### src/hw/rtl/fmbs_pkg.sv
package fmbs_pkg;

    // Fixed field widths of the transaction ports.
    localparam int OP_W  = 2;
    localparam int SYM_W = 8;
    localparam int ROW_W = 13;

    typedef enum logic [OP_W-1:0] {
        OP_LOAD  = 2'd0,
        OP_CLEAR = 2'd1,
        OP_STEP  = 2'd2,
        OP_NOP   = 2'd3
    } op_t;

    // Commands from the controller to the datapath.
    typedef struct packed {
        logic capture;
        logic store_write;
        logic hist_inc;
        logic set_empty;
        logic count_latch;
        logic c_init;
        logic c_run;
        logic fresh;
        logic occ_init;
        logic occ_run;
        logic occ_finish;
    } cmd_t;

    // Status from the datapath to the controller.
    typedef struct packed {
        op_t  op;
        logic load_ok;
        logic sym_nonzero;
        logic sym_ok;
        logic count_zero;
        logic cur_empty;
        logic crossed;
        logic c_done;
        logic occ_done;
    } status_t;

endpackage

### src/hw/rtl/fmbs_ctrl.sv
module fmbs_ctrl
    import fmbs_pkg::*;
(
    input  logic    clk,
    input  logic    rst_n,
    input  logic    start,
    input  status_t stat,
    output cmd_t    cmd,
    output logic    busy,
    output logic    done
);

    typedef enum logic [2:0] {
        S_IDLE,
        S_DECODE,
        S_HIST_INC,
        S_COUNT,
        S_C_SWEEP,
        S_OCC_SWEEP
    } state_t;

    state_t state_reg;
    logic   busy_reg;
    logic   done_reg;
    logic   count_stop;

    assign count_stop = stat.count_zero || (!stat.cur_empty && stat.crossed);

    always_comb
    begin
        cmd = '0;
        unique case (state_reg)
            S_IDLE:
            begin
                cmd.capture = start;
            end
            S_DECODE:
            begin
                unique case (stat.op)
                    OP_LOAD:  cmd.store_write = stat.load_ok;
                    OP_CLEAR: cmd.set_empty = 1'b1;
                    OP_STEP:  cmd.set_empty = !stat.sym_ok;
                    OP_NOP:   cmd.set_empty = 1'b0;
                    default:  cmd.set_empty = 1'b0;
                endcase
            end
            S_HIST_INC:
            begin
                cmd.hist_inc = 1'b1;
            end
            S_COUNT:
            begin
                cmd.count_latch = 1'b1;
                cmd.set_empty   = count_stop;
                cmd.c_init      = !count_stop;
            end
            S_C_SWEEP:
            begin
                cmd.c_run    = 1'b1;
                cmd.fresh    = stat.c_done && stat.cur_empty;
                cmd.occ_init = stat.c_done && !stat.cur_empty;
            end
            S_OCC_SWEEP:
            begin
                cmd.occ_run    = 1'b1;
                cmd.occ_finish = stat.occ_done;
            end
            default:
            begin
                cmd = '0;
            end
        endcase
    end

    always_ff @(posedge clk or negedge rst_n)
    begin
        if (!rst_n)
        begin
            state_reg <= S_IDLE;
            busy_reg  <= 1'b0;
            done_reg  <= 1'b0;
        end
        else
        begin
            done_reg <= 1'b0;
            unique case (state_reg)
                S_IDLE:
                begin
                    if (start)
                    begin
                        state_reg <= S_DECODE;
                        busy_reg  <= 1'b1;
                    end
                end
                S_DECODE:
                begin
                    if (stat.op == OP_LOAD && stat.load_ok && stat.sym_nonzero)
                    begin
                        state_reg <= S_HIST_INC;
                    end
                    else if (stat.op == OP_STEP && stat.sym_ok)
                    begin
                        state_reg <= S_COUNT;
                    end
                    else
                    begin
                        state_reg <= S_IDLE;
                        busy_reg  <= 1'b0;
                        done_reg  <= 1'b1;
                    end
                end
                S_HIST_INC:
                begin
                    state_reg <= S_IDLE;
                    busy_reg  <= 1'b0;
                    done_reg  <= 1'b1;
                end
                S_COUNT:
                begin
                    if (count_stop)
                    begin
                        state_reg <= S_IDLE;
                        busy_reg  <= 1'b0;
                        done_reg  <= 1'b1;
                    end
                    else
                    begin
                        state_reg <= S_C_SWEEP;
                    end
                end
                S_C_SWEEP:
                begin
                    if (stat.c_done)
                    begin
                        if (stat.cur_empty)
                        begin
                            state_reg <= S_IDLE;
                            busy_reg  <= 1'b0;
                            done_reg  <= 1'b1;
                        end
                        else
                        begin
                            state_reg <= S_OCC_SWEEP;
                        end
                    end
                end
                S_OCC_SWEEP:
                begin
                    if (stat.occ_done)
                    begin
                        state_reg <= S_IDLE;
                        busy_reg  <= 1'b0;
                        done_reg  <= 1'b1;
                    end
                end
                default:
                begin
                    state_reg <= S_IDLE;
                    busy_reg  <= 1'b0;
                end
            endcase
        end
    end

    assign busy = busy_reg;
    assign done = done_reg;

endmodule

### config.mk
export PLATFORM = sky130hd
export DESIGN_NAME = fmbs_ctrl
export DESIGN_NICKNAME = d
export VERILOG_FILES = /design/src/hw/rtl/fmbs_pkg.sv /design/src/hw/rtl/fmbs_ctrl.sv
export SDC_FILE = /design/constraint.sdc
export NUM_CORES = 1
export LEC_CHECK = 0
export BUFFER_PORTS_ARGS = -buffer_cell sky130_fd_sc_hd__buf_2
export CAP_MARGIN = 15
export CORE_AREA = 2 2 39 41
export DETAILED_ROUTE_END_ITERATION = 12
export DIE_AREA = 0 0 41 43
export PLACE_DENSITY_LB_ADDON = 0.1
export SYNTH_ARGS = -nofsm -noshare
export SYNTH_HDL_FRONTEND = slang
export SYNTH_SLANG_ARGS = --single-unit
### constraint.sdc
create_clock -name clk -period 1.2 [get_ports clk]
set_input_delay 0.06 -clock clk [delete_from_list [all_inputs] [get_ports clk]]
set_output_delay 0.06 -clock clk [all_outputs]
set_load 0.02 [all_outputs]
**Word-level counts from Yosys, hierarchy flattened**

Cells that the tools add are included.

- Flip-flop bits (word level): 5
- Latch bits: 0
- RAM bits: 0
- ROM bits: 0
- Input port bits: 13
- Output and inout port bits: 13
- Memories: 0

- $add $sub $neg: 0
- Multipliers: 0
- Divide/modulo/power cells: 0
- Order comparisons: 0
- Equality and inequality tests: 14
- Shift operators: 0
- Multiplexer cells: 32
- Bitwise operators: 0
- Reduce and logical (&&, ||, !) cells: 14

Operator list:

| cell | count |
|---|---|
| 3-bit two-way mux | 6 |
| 1-bit two-way mux | 17 |
| 3-bit one-hot mux with 5 select lines | 1 |
| 2-bit != test (second input constant) | 7 |
| 1-bit one-hot mux with 5 select lines | 2 |
| 2-bit two-way mux | 4 |
| 7-bit AND reduction | 1 |
| 3-bit by 2-bit == test with 1-bit output (second input constant) | 2 |
| 3-bit == test (second input constant) | 2 |
| 1-bit logical AND | 6 |
| 1-bit one-hot mux with 2 select lines | 2 |
| 3-bit by 1-bit == test with 1-bit output (second input constant) | 1 |
| 1-bit zero test | 3 |
| 3-bit zero test | 1 |
| 3-bit AND reduction | 1 |
| 2-bit by 1-bit == test with 1-bit output (second input constant) | 1 |
| 2-bit == test (second input constant) | 1 |
| 2-bit zero test | 1 |
| 1-bit logical OR | 1 |

**Logic depth before layout (Yosys ltp)**

Gate-level depths: netlist of run 1.

- Word-level depth: 5
- Gate-level depth with buffers: 6
- Depth with buffers taken out: 6

**Worst setup path after synthesis of run 1**

OpenSTA, ideal clock, no wires.

- Path kind: register to register
- Start point: register state_reg[2]
- End point: register busy_reg, in the netlist busy
- Arrival time: 1417 ps
- Setup slack: -284 ps
- Stages on the path, launching flop included: 5
- Buffers on the path: 1
- Cell sequence: dfrtp_1 > buf_4 > nand2b_1 > nor3_1 > o32a_1

- Word-level cells in the longest chain between the ends: 3
- Elaborated cells between the ends (all ways): 14

Ends and longest elaborated chain:

| item | line | source |
|---|---|---|
| from (decl) | fmbs_ctrl.sv:22 | `state_t state_reg;` |
| from (signal assigned) | fmbs_ctrl.sv:79 | `state_reg <= S_IDLE;` |
| from (signal assigned) | fmbs_ctrl.sv:91 | `state_reg <= S_DECODE;` |
| from (signal assigned) | fmbs_ctrl.sv:99 | `state_reg <= S_HIST_INC;` |
| 3-bit by 1-bit == test with 1-bit output (tied with other cells) | fmbs_ctrl.sv:86 | `unique case (state_reg)` |
| 2-bit != test (no source line) | -- |  |
| 7-bit AND reduction (no source line) | -- |  |
| to (signal assigned) | fmbs_ctrl.sv:80 | `busy_reg <= 1'b0;` |
| to (signal assigned) | fmbs_ctrl.sv:92 | `busy_reg <= 1'b1;` |
| to (signal assigned) | fmbs_ctrl.sv:108 | `busy_reg <= 1'b0;` |
| to (decl) | fmbs_ctrl.sv:23 | `logic busy_reg;` |

Several ways; a longest one is shown, not always the timed one.
A chain may end at the register's enable or synchronous reset.

==> results of run 1 <==
==> layout make-up <==
class / count / share of cell area [%]
inverter: 7 / 3.14
clock buffer: 4 / 2.64
multi-input combinational: 45 / 39.9
sequential: 5 / 12.9
timing repair buffer: 50 / 39.3
tap: 16 / 2.01
==> per-layer routing <==
layer | track usage [%] | part of all wire [%] | vias up
met5 | 0 | 0 | -
met4 | 13.3 | 3.4 | 0
met3 | 9.42 | 6.1 | 9
met2 | 38.8 | 55 | 38
met1 | 26.0 | 35 | 327
li1 | - | - | 318
==> kinds of logic (layout without fill, tap and decap cells) <==
| group | Yosys count | count (layout) |
|---|---|---|
| and+or+nand+nor | 27 | 27 |
| adders and majority gates | 3 | 3 |
| DFF | 5 | 5 |
| AOI/OAI and AO/OA | 15 | 15 |
| buffers and inverters | 10 | 61 |
==> power breakdown <==
group	switching [W]	internal, W
sequential	0.0000241	0.000199
clock	0.0000747	0.000126
combinational	0.000214	0.000224
total	0.000313	0.000549
==> stage by stage <==
| step | total power (W) | instance area (um^2) | utilization [%] |
|---|---|---|---|
| floorplan | 0.000387 | 505 | - |
| global placement | 0.000539 | 754 | 54.5 |
| detailed placement | 0.000543 | 754 | 54.5 |
| CTS | 0.000826 | 905 | 65.4 |
| global route | 0.000923 | 996 | 72.0 |
| finish | 0.000862 | 996 | 72.0 |
==> what timing repair did <==
item,4_1_cts,5_1_grt
hold buffers,1,0
gates resized for setup,24,19
endpoints found under the hold margin,5,0
pin swaps,6,5
buffers inserted,4,4
endpoints found under the setup margin,14,15
==> cells in the final DEF, fill, tap and decap left out, types with 2 or more instances in the layout <==
cell,instances
inv_4,2
clkbuf_4,3
nor2_1,3
dfrtp_1,2
buf_2,14
nand2b_4,2
nand2_1,3
buf_4,22
inv_1,4
nor2b_1,2
a21oi_1,2
dfrtp_2,3
o21ai_1,3
a21oi_2,2
nand3b_1,3
buf_6,13
ha_1,3
==> worst max-delay path by stage <==
stage	start	end	slack (ps)	depth (start not counted)
final	state_reg[2]	cmd[2]	-320	4
after CTS	state_reg[1]	cmd[7]	-300	5
after global placement	stat[8]	done	-100	7
after global routing	state_reg[1]	cmd[2]	-360	4
after detailed placement	state_reg[0]	busy	-110	4
after floorplan	state_reg[2]	busy	-50	4
==> flow_summary.toml, run 1 <==
[run_status]
status = "finished, violations left"
violations = "setup timing"

[route]
drt_iter0_markers = 13
drc = 0
dr_total_vias = 692
via_per_inst = 5.45
wire_per_inst_um = 14.8
drt_wl_total_um = 1880
dr.pass1.iters = 5
postRouteAntennaNets = 0

[die]
rows = 14
dieArea_um2 = 1760
die_y_um = 43
initial_core_util_pct = 34.0
die_width_um = 41
io_pins = 26
core_um2 = 1380

[critical_path]
r2r_slack_ps = -280
ff2ff_path_depth = 6
cpPeakStageDelay_ps = 440
slowest_stage = "dfrtp_2"
cp.required_ps = 1140
worstPathArrival_ps = 1460
setup.worst_path.class = "register to output pin"
endpoint_kind = "output pin"
crit_buf_inv = 2
cp_max_fo = 7
path_cells = "or3b_4, inv_4, and3_4, buf_6"
cp_top_family = "simple AND/OR/NAND/NOR gates"
reg2reg_to = "busy"
cp-start-kind = "register"
rr_startpoint = "state_reg[2]"

[worst_hold_path]
whs_path_depth = 2
worstHoldEndpoint = "state_reg[2]"
min_path_type = "input pin to register"
worstHoldStart = "stat[0]"

[final_layout]
layout-drive-gt1-share_pct = 66.7
nFillCells = 102
finalNonFillerCells = 127
num-nets-final = 128
regArea_um2 = 129
largest_reg_flops = 3
diodes = 0
multi_input_area_um2 = 398
area_growth_syn_to_layout_pct = 112

[logic_synthesis]
yosysUniqueCellTypes = 29
synthArstFlopShare_pct = 100
syn-num-nets = 76
synth_enable_flop_cells = 0
ys_seq_area_share_pct = 26.6
synth.area.top_cells = "dfrtp_1 (27%), ha_1 (8.0%), inv_1 (5.6%), nand3b_1 (4.8%), a21oi_1 (4.3%)"
synth-adder-area-share_pct = 7.98
synthSimpleGateAreaFrac_pct = 33.5
synth_xor_xnor_area_share_pct = 0
synthCells = 60
yosysTopAreaCellShare_pct = 26.6
synth_most_common_cell = "inv_1"
ys_ff_latch = 5
synth_top_cell_by_area = "dfrtp_1"
synth_top_family_by_area = "simple AND/OR/NAND/NOR gates"
synth_area_per_cell_um2 = 7.84
synth_commonest_cells = "inv_1 (7), dfrtp_1 (5), a21oi_1 (4), nand2_1 (4)"
synthMuxAreaShare_pct = 0
synth_warnings = 0
postSynth.topFlopCell = "dfrtp_1"
syn-cell-area_um2 = 470
synth_compound_area_share_pct = 22.6

[timing]
fin_hold_ws_ps = 125
min_period_over_period_pct = 127
period_needed_ps = 1520
clock_skew_ps = 1.24
max_freq_mhz = 658
rsz0062_at_grt = "true"
final-hold-violation-count = 0
timing.setup.tns_ps = -2930
setup_ws_ps = -320
maxSlewViolCount = 0
maxSlewHeadroom_pct = 76.6
final-setup-viol-count = 14
worstMarginPinSlew_ps = 350

[pwr]
power_density_nw_per_um2 = 866
power.leakage_nw = 0.496
irDropWorstVdd_mv = 0.471

[global_routing]
grt_pass1_wl_um = 2820
grt_max_degree = 8
antenna_found_initial = 0
gr-total-overflow = 0
track_usage_pct = 24.4
grt_pass1_vias = 672

[clock_tree]
clockRootBuffer = "clkbuf_4"
clock_latency_ps = 250
cts_max_level = 1
cts_tree = "built"
cts_buffer_depth = 2
numCtsBuffers = 3
clkSinkCount = 5
clk_pin_slew_ps = 40

[placed_design]
hpwl_um = 1260
numPortBuffers = 25
gp_congestion = 0.863
pre_cts_ws_ps = -107
place_inst = 115

[job]
cap_violations = 0
(Power assumes the default switching activity.)
==> run 2: changes to the inputs <==
- clock period: 1.2 -> 1.9 ns (I/O delays scaled with it)
==> run 2 against run 1 <==
  * The flow now finishes without violations
  * Sequential power is 35% lower
  * Global-route usage decreased by 8.0 points
  * Critical endpoint is now cmd[0]
  * Highest routed layer unchanged
  * Setup slack better by 560 ps
  * Critical path depth is 1 higher
==> flow_summary.toml, run 2 (same netlist as run 1, synthesis figures left out) <==
[final_layout]
nFillCells = 154
mostFrequentLayoutCells = "buf_2 (25), inv_1 (7), dfrtp_1 (5), nand2_1 (4), a21oi_1 (4)"
diodes = 0
num-nets-final = 104
finalNonFillerCells = 103
area_growth_syn_to_layout_pct = 34.8
regArea_um2 = 125
multi_input_area_um2 = 302
layout-drive-gt1-share_pct = 35.6
largest_reg_flops = 3
final_common_cell = "buf_2"

[timing]
timing.setup.tns_ps = 0
period_needed_ps = 1660
final-hold-violation-count = 0
max_freq_mhz = 602
min_period_over_period_pct = 87.4
maxSlewHeadroom_pct = 76.9
maxSlewViolCount = 0
rsz0062_at_grt = "false"
worstMarginPinSlew_ps = 347
final-setup-viol-count = 0
clock_skew_ps = 4.43
fin_hold_ws_ps = 136

[clock_tree]
clk_pin_slew_ps = 40
cts_max_level = 1
postCtsSetupRepairBufs = 0
ctsResizeCount = 0
cts_tree = "built"
numCtsBuffers = 3
clockRootBuffer = "clkbuf_4"
cts_buffer_depth = 2
clkSinkCount = 5
clock_latency_ps = 240

[critical_path]
cp-start-kind = "register"
cp.required_ps = 1800
setup.worst_path.class = "register to output pin"
cp_max_fo = 12
worstPathArrival_ps = 1570
endpoint_kind = "output pin"

[global_routing]
track_usage_pct = 16.4
antenna_found_initial = 0
grt_pass1_vias = 496
grt_max_degree = 13
gr-total-overflow = 0
grt_pass1_wl_um = 1990

[route]
via_per_inst = 5.23
drt_wl_total_um = 1180
drc = 0
wire_per_inst_um = 11.5
drt_iter0_markers = 6
dr_total_vias = 539
dr.pass1.iters = 4
postRouteAntennaNets = 0

[pwr]
swShare_pct = 35.7
power.leakage_nw = 0.352
p_seq_share_pct = 35.8
irDropWorstVdd_mv = 0.362
switchingPower_w = 0.000146
p_clk_share_pct = 29.3
power_density_nw_per_um2 = 645
power_frac_comb_pct = 34.9
intPower_w = 0.000263

[worst_hold_path]
min_path_type = "input pin to register"

[die]
dieArea_um2 = 1760
initial_core_util_pct = 34.0
io_pins = 26
rows = 14
die_y_um = 43
core_um2 = 1380
die_width_um = 41

[placed_design]
hpwl_um = 957
gp_congestion = 0.761
numPortBuffers = 25
place_inst = 98

[run_status]
status = "finished clean"

[job]
cap_violations = 0
-- run 2: layer usage --
layer	up-vias	part of all wire (%)	track usage, %
met5	-	0	0
met4	0	1.2	8.00
met3	2	6.5	2.09
met2	23	53	26.9
met1	247	40	19.8
li1	267	-	-
-- run 2: worst paths after layout --
path	start	endpoint	slack (ps)	cells after the start
worst max-delay path	state_reg[0]	cmd[0]	240	5
worst min-delay path	stat[1]	state_reg[2]	140	2
worst max register to register	state_reg[1]	state_reg[2]	500	4
worst min register to register	busy	busy	530	1
max in group asynchronous	rst_n	state_reg[0]	1560	2
min in group asynchronous	rst_n	state_reg[2]	200	2
-- run 2: layout make-up --
class,instances,area share [%]
multi-input cells,45,47.5
clock buffers,4,4.14
well taps,16,3.16
flip-flops and latches,5,19.7
repair buffers,26,21.3
inverters,7,4.14
-- run 2: worst max-delay path: stages (launching register included) --
cell and delay, ps:
dfrtp_1 540, inv_1 140, or2_2 330, inv_1 70
and2_1 110, buf_2 150
-- run 2: through the flow --
step / power, W / utilization (%) / setup WS, ps / area [um^2]
after floorplan: 0.000236 / - / 416 / 470
after global placement: 0.000290 / 43.2 / 488 / 598
after detailed placement: 0.000290 / 43.2 / 491 / 598
after CTS: 0.000415 / 45.8 / 236 / 634
after global routing: 0.000443 / 45.8 / 119 / 634
final: 0.000409 / 45.8 / 239 / 634
-- run 2: power groups by stage --
| stage | clock [W] | combinational [W] | sequential, W |
|---|---|---|---|
| after floorplan | 0 | 0.0000880 | 0.000148 |
| after global placement | 0 | 0.000144 | 0.000146 |
| after detailed placement | 0 | 0.000142 | 0.000148 |
| after CTS | 0.000124 | 0.000144 | 0.000147 |
| after global routing | 0.000134 | 0.000160 | 0.000149 |
| final | 0.000120 | 0.000143 | 0.000146 |
-- run 2: repair_timing --
action	CTS	global route
setup endpoints to repair	0	0
hold buffers	1	0
endpoints found under the hold margin	5	0
==> run 3: changes to the inputs <==
- PLACE_DENSITY: not set -> 0.76
- PLACE_DENSITY_LB_ADDON: 0.1 -> not set
==> run 3 against run 2 <==
  * Sequential share of layout area is the same
  * Total power rose by 0.10%
  * Flip-flop and latch count did not move
  * First-iteration DRC count is 33% higher
  * Sequential power hardly changed
  * Setup slack lost 5.8 ps
  * Fmax fell by 0.35%
  * Final cell count stayed put
==> flow_summary.toml, run 3 (same netlist as run 1, synthesis figures left out) <==
[run_status]
status = "finished clean"

[timing]
final-setup-viol-count = 0
maxSlewHeadroom_pct = 77.0
period_needed_ps = 1670
worstMarginPinSlew_ps = 345
clock_skew_ps = 6.30
min_period_over_period_pct = 87.7
rsz0062_at_grt = "false"
maxSlewViolCount = 0
final-hold-violation-count = 0
max_freq_mhz = 600
timing.setup.tns_ps = 0

[global_routing]
track_usage_pct = 15.7
antenna_found_initial = 0
grt_pass1_wl_um = 1880
grt_pass1_vias = 465
grt_max_degree = 13
gr-total-overflow = 0

[die]
dieArea_um2 = 1760
core_um2 = 1380
rows = 14
die_y_um = 43
io_pins = 26
initial_core_util_pct = 34.0
die_width_um = 41

[route]
wire_per_inst_um = 11.6
dr_total_vias = 541
drc = 0
postRouteAntennaNets = 0
dr.pass1.iters = 4
drt_iter0_markers = 8
via_per_inst = 5.25
drt_wl_total_um = 1190

[placed_design]
hpwl_um = 941
place_inst = 98
gp_congestion = 0.818
numPortBuffers = 25

[clock_tree]
postCtsSetupRepairBufs = 0
clockRootBuffer = "clkbuf_4"
clock_latency_ps = 240
clk_pin_slew_ps = 50
cts_tree = "built"
cts_buffer_depth = 2
numCtsBuffers = 3
cts_max_level = 1
clkSinkCount = 5

[critical_path]
setup.worst_path.class = "register to output pin"
cp-start-kind = "register"
cp.required_ps = 1800
endpoint_kind = "output pin"
cp_max_fo = 12
worstPathArrival_ps = 1570

[job]
cap_violations = 0

[pwr]
finalPower_w = 0.000410
p_clk_share_pct = 30.2
switchingPower_w = 0.000146
power_frac_comb_pct = 34.2
irDropWorstVdd_mv = 0.394
power_density_nw_per_um2 = 646
p_seq_share_pct = 35.6
power.leakage_nw = 0.352
intPower_w = 0.000263
swShare_pct = 35.7

[final_layout]
num-nets-final = 104
final_common_cell = "buf_2"
area_growth_syn_to_layout_pct = 34.8
finalNonFillerCells = 103
diodes = 0
largest_reg_flops = 3
layout-drive-gt1-share_pct = 35.6
mostFrequentLayoutCells = "buf_2 (25), inv_1 (7), dfrtp_1 (5), nand2_1 (4), a21oi_1 (4)"

[worst_hold_path]
min_path_type = "input pin to register"
## run 3: cell counts in the layout (fill, tap and decap cells not counted)
No cell type changed its count.
## run 3: area by class of cell
cell class                 count  area (um^2)
timing repair buffer          26          135
inverter                       7         26.3
fill                         154          749
multi-input combinational     45          302
tap                           16         20.0
clock buffer                   4         26.3
sequential                     5          125
## run 3: power by group through the flow
stage / Combinational [W] / Sequential, W / Clock [W]
CTS: 0.000141 / 0.000147 / 0.000129
global route: 0.000156 / 0.000150 / 0.000141
global placement: 0.000140 / 0.000146 / 0
finish: 0.000140 / 0.000146 / 0.000124
detailed placement: 0.000139 / 0.000148 / 0
floorplan: 0.0000880 / 0.000148 / 0
## run 3: path summary, 6_finish.rpt
kind,startpoint,endpoint,slack (ps),cells past startpoint
hold / removal,stat[1],state_reg[2],120,2
setup reg to reg,state_reg[1],state_reg[2],520,4
hold reg to reg,busy,busy,500,1
setup / recovery,state_reg[1],cmd[2],230,4
min in group asynchronous,rst_n,state_reg[2],210,2
max in group asynchronous,rst_n,state_reg[1],1560,2
## run 3: metrics by stage
stage                     worst slack [ps]  hold WS, ps  cell area [um^2]  utilization (%)
after floorplan                        416         -201               470                -
after global placement                 525        -84.8               598             43.2
after detailed placement               491        -82.9               598             43.2
after CTS                              226          120               634             45.8
after global routing                  92.6          152               634             45.8
final                                  233          125               634             45.8
## run 3: what timing repair did
action | 4_1_cts | 5_1_grt
resized for setup | 0 | 0
hold buffers | 1 | 0
hold endpoints to repair | 5 | 0
## run 3: critical path, stage by stage (launching register included)
cell and delay [ps]:
dfrtp_1 490, or3b_4 470, inv_1 80, and3_1 140, buf_2 150
## run 3: metal layers
layer	vias to the layer above	routed length [um]	share of wire, %	track usage, %
met5	-	0	0	0
met4	0	13	1.1	6.00
met3	2	108	9.1	6.28
met2	25	563	47	22.8
met1	246	507	43	20.0
li1	268	-	-	-
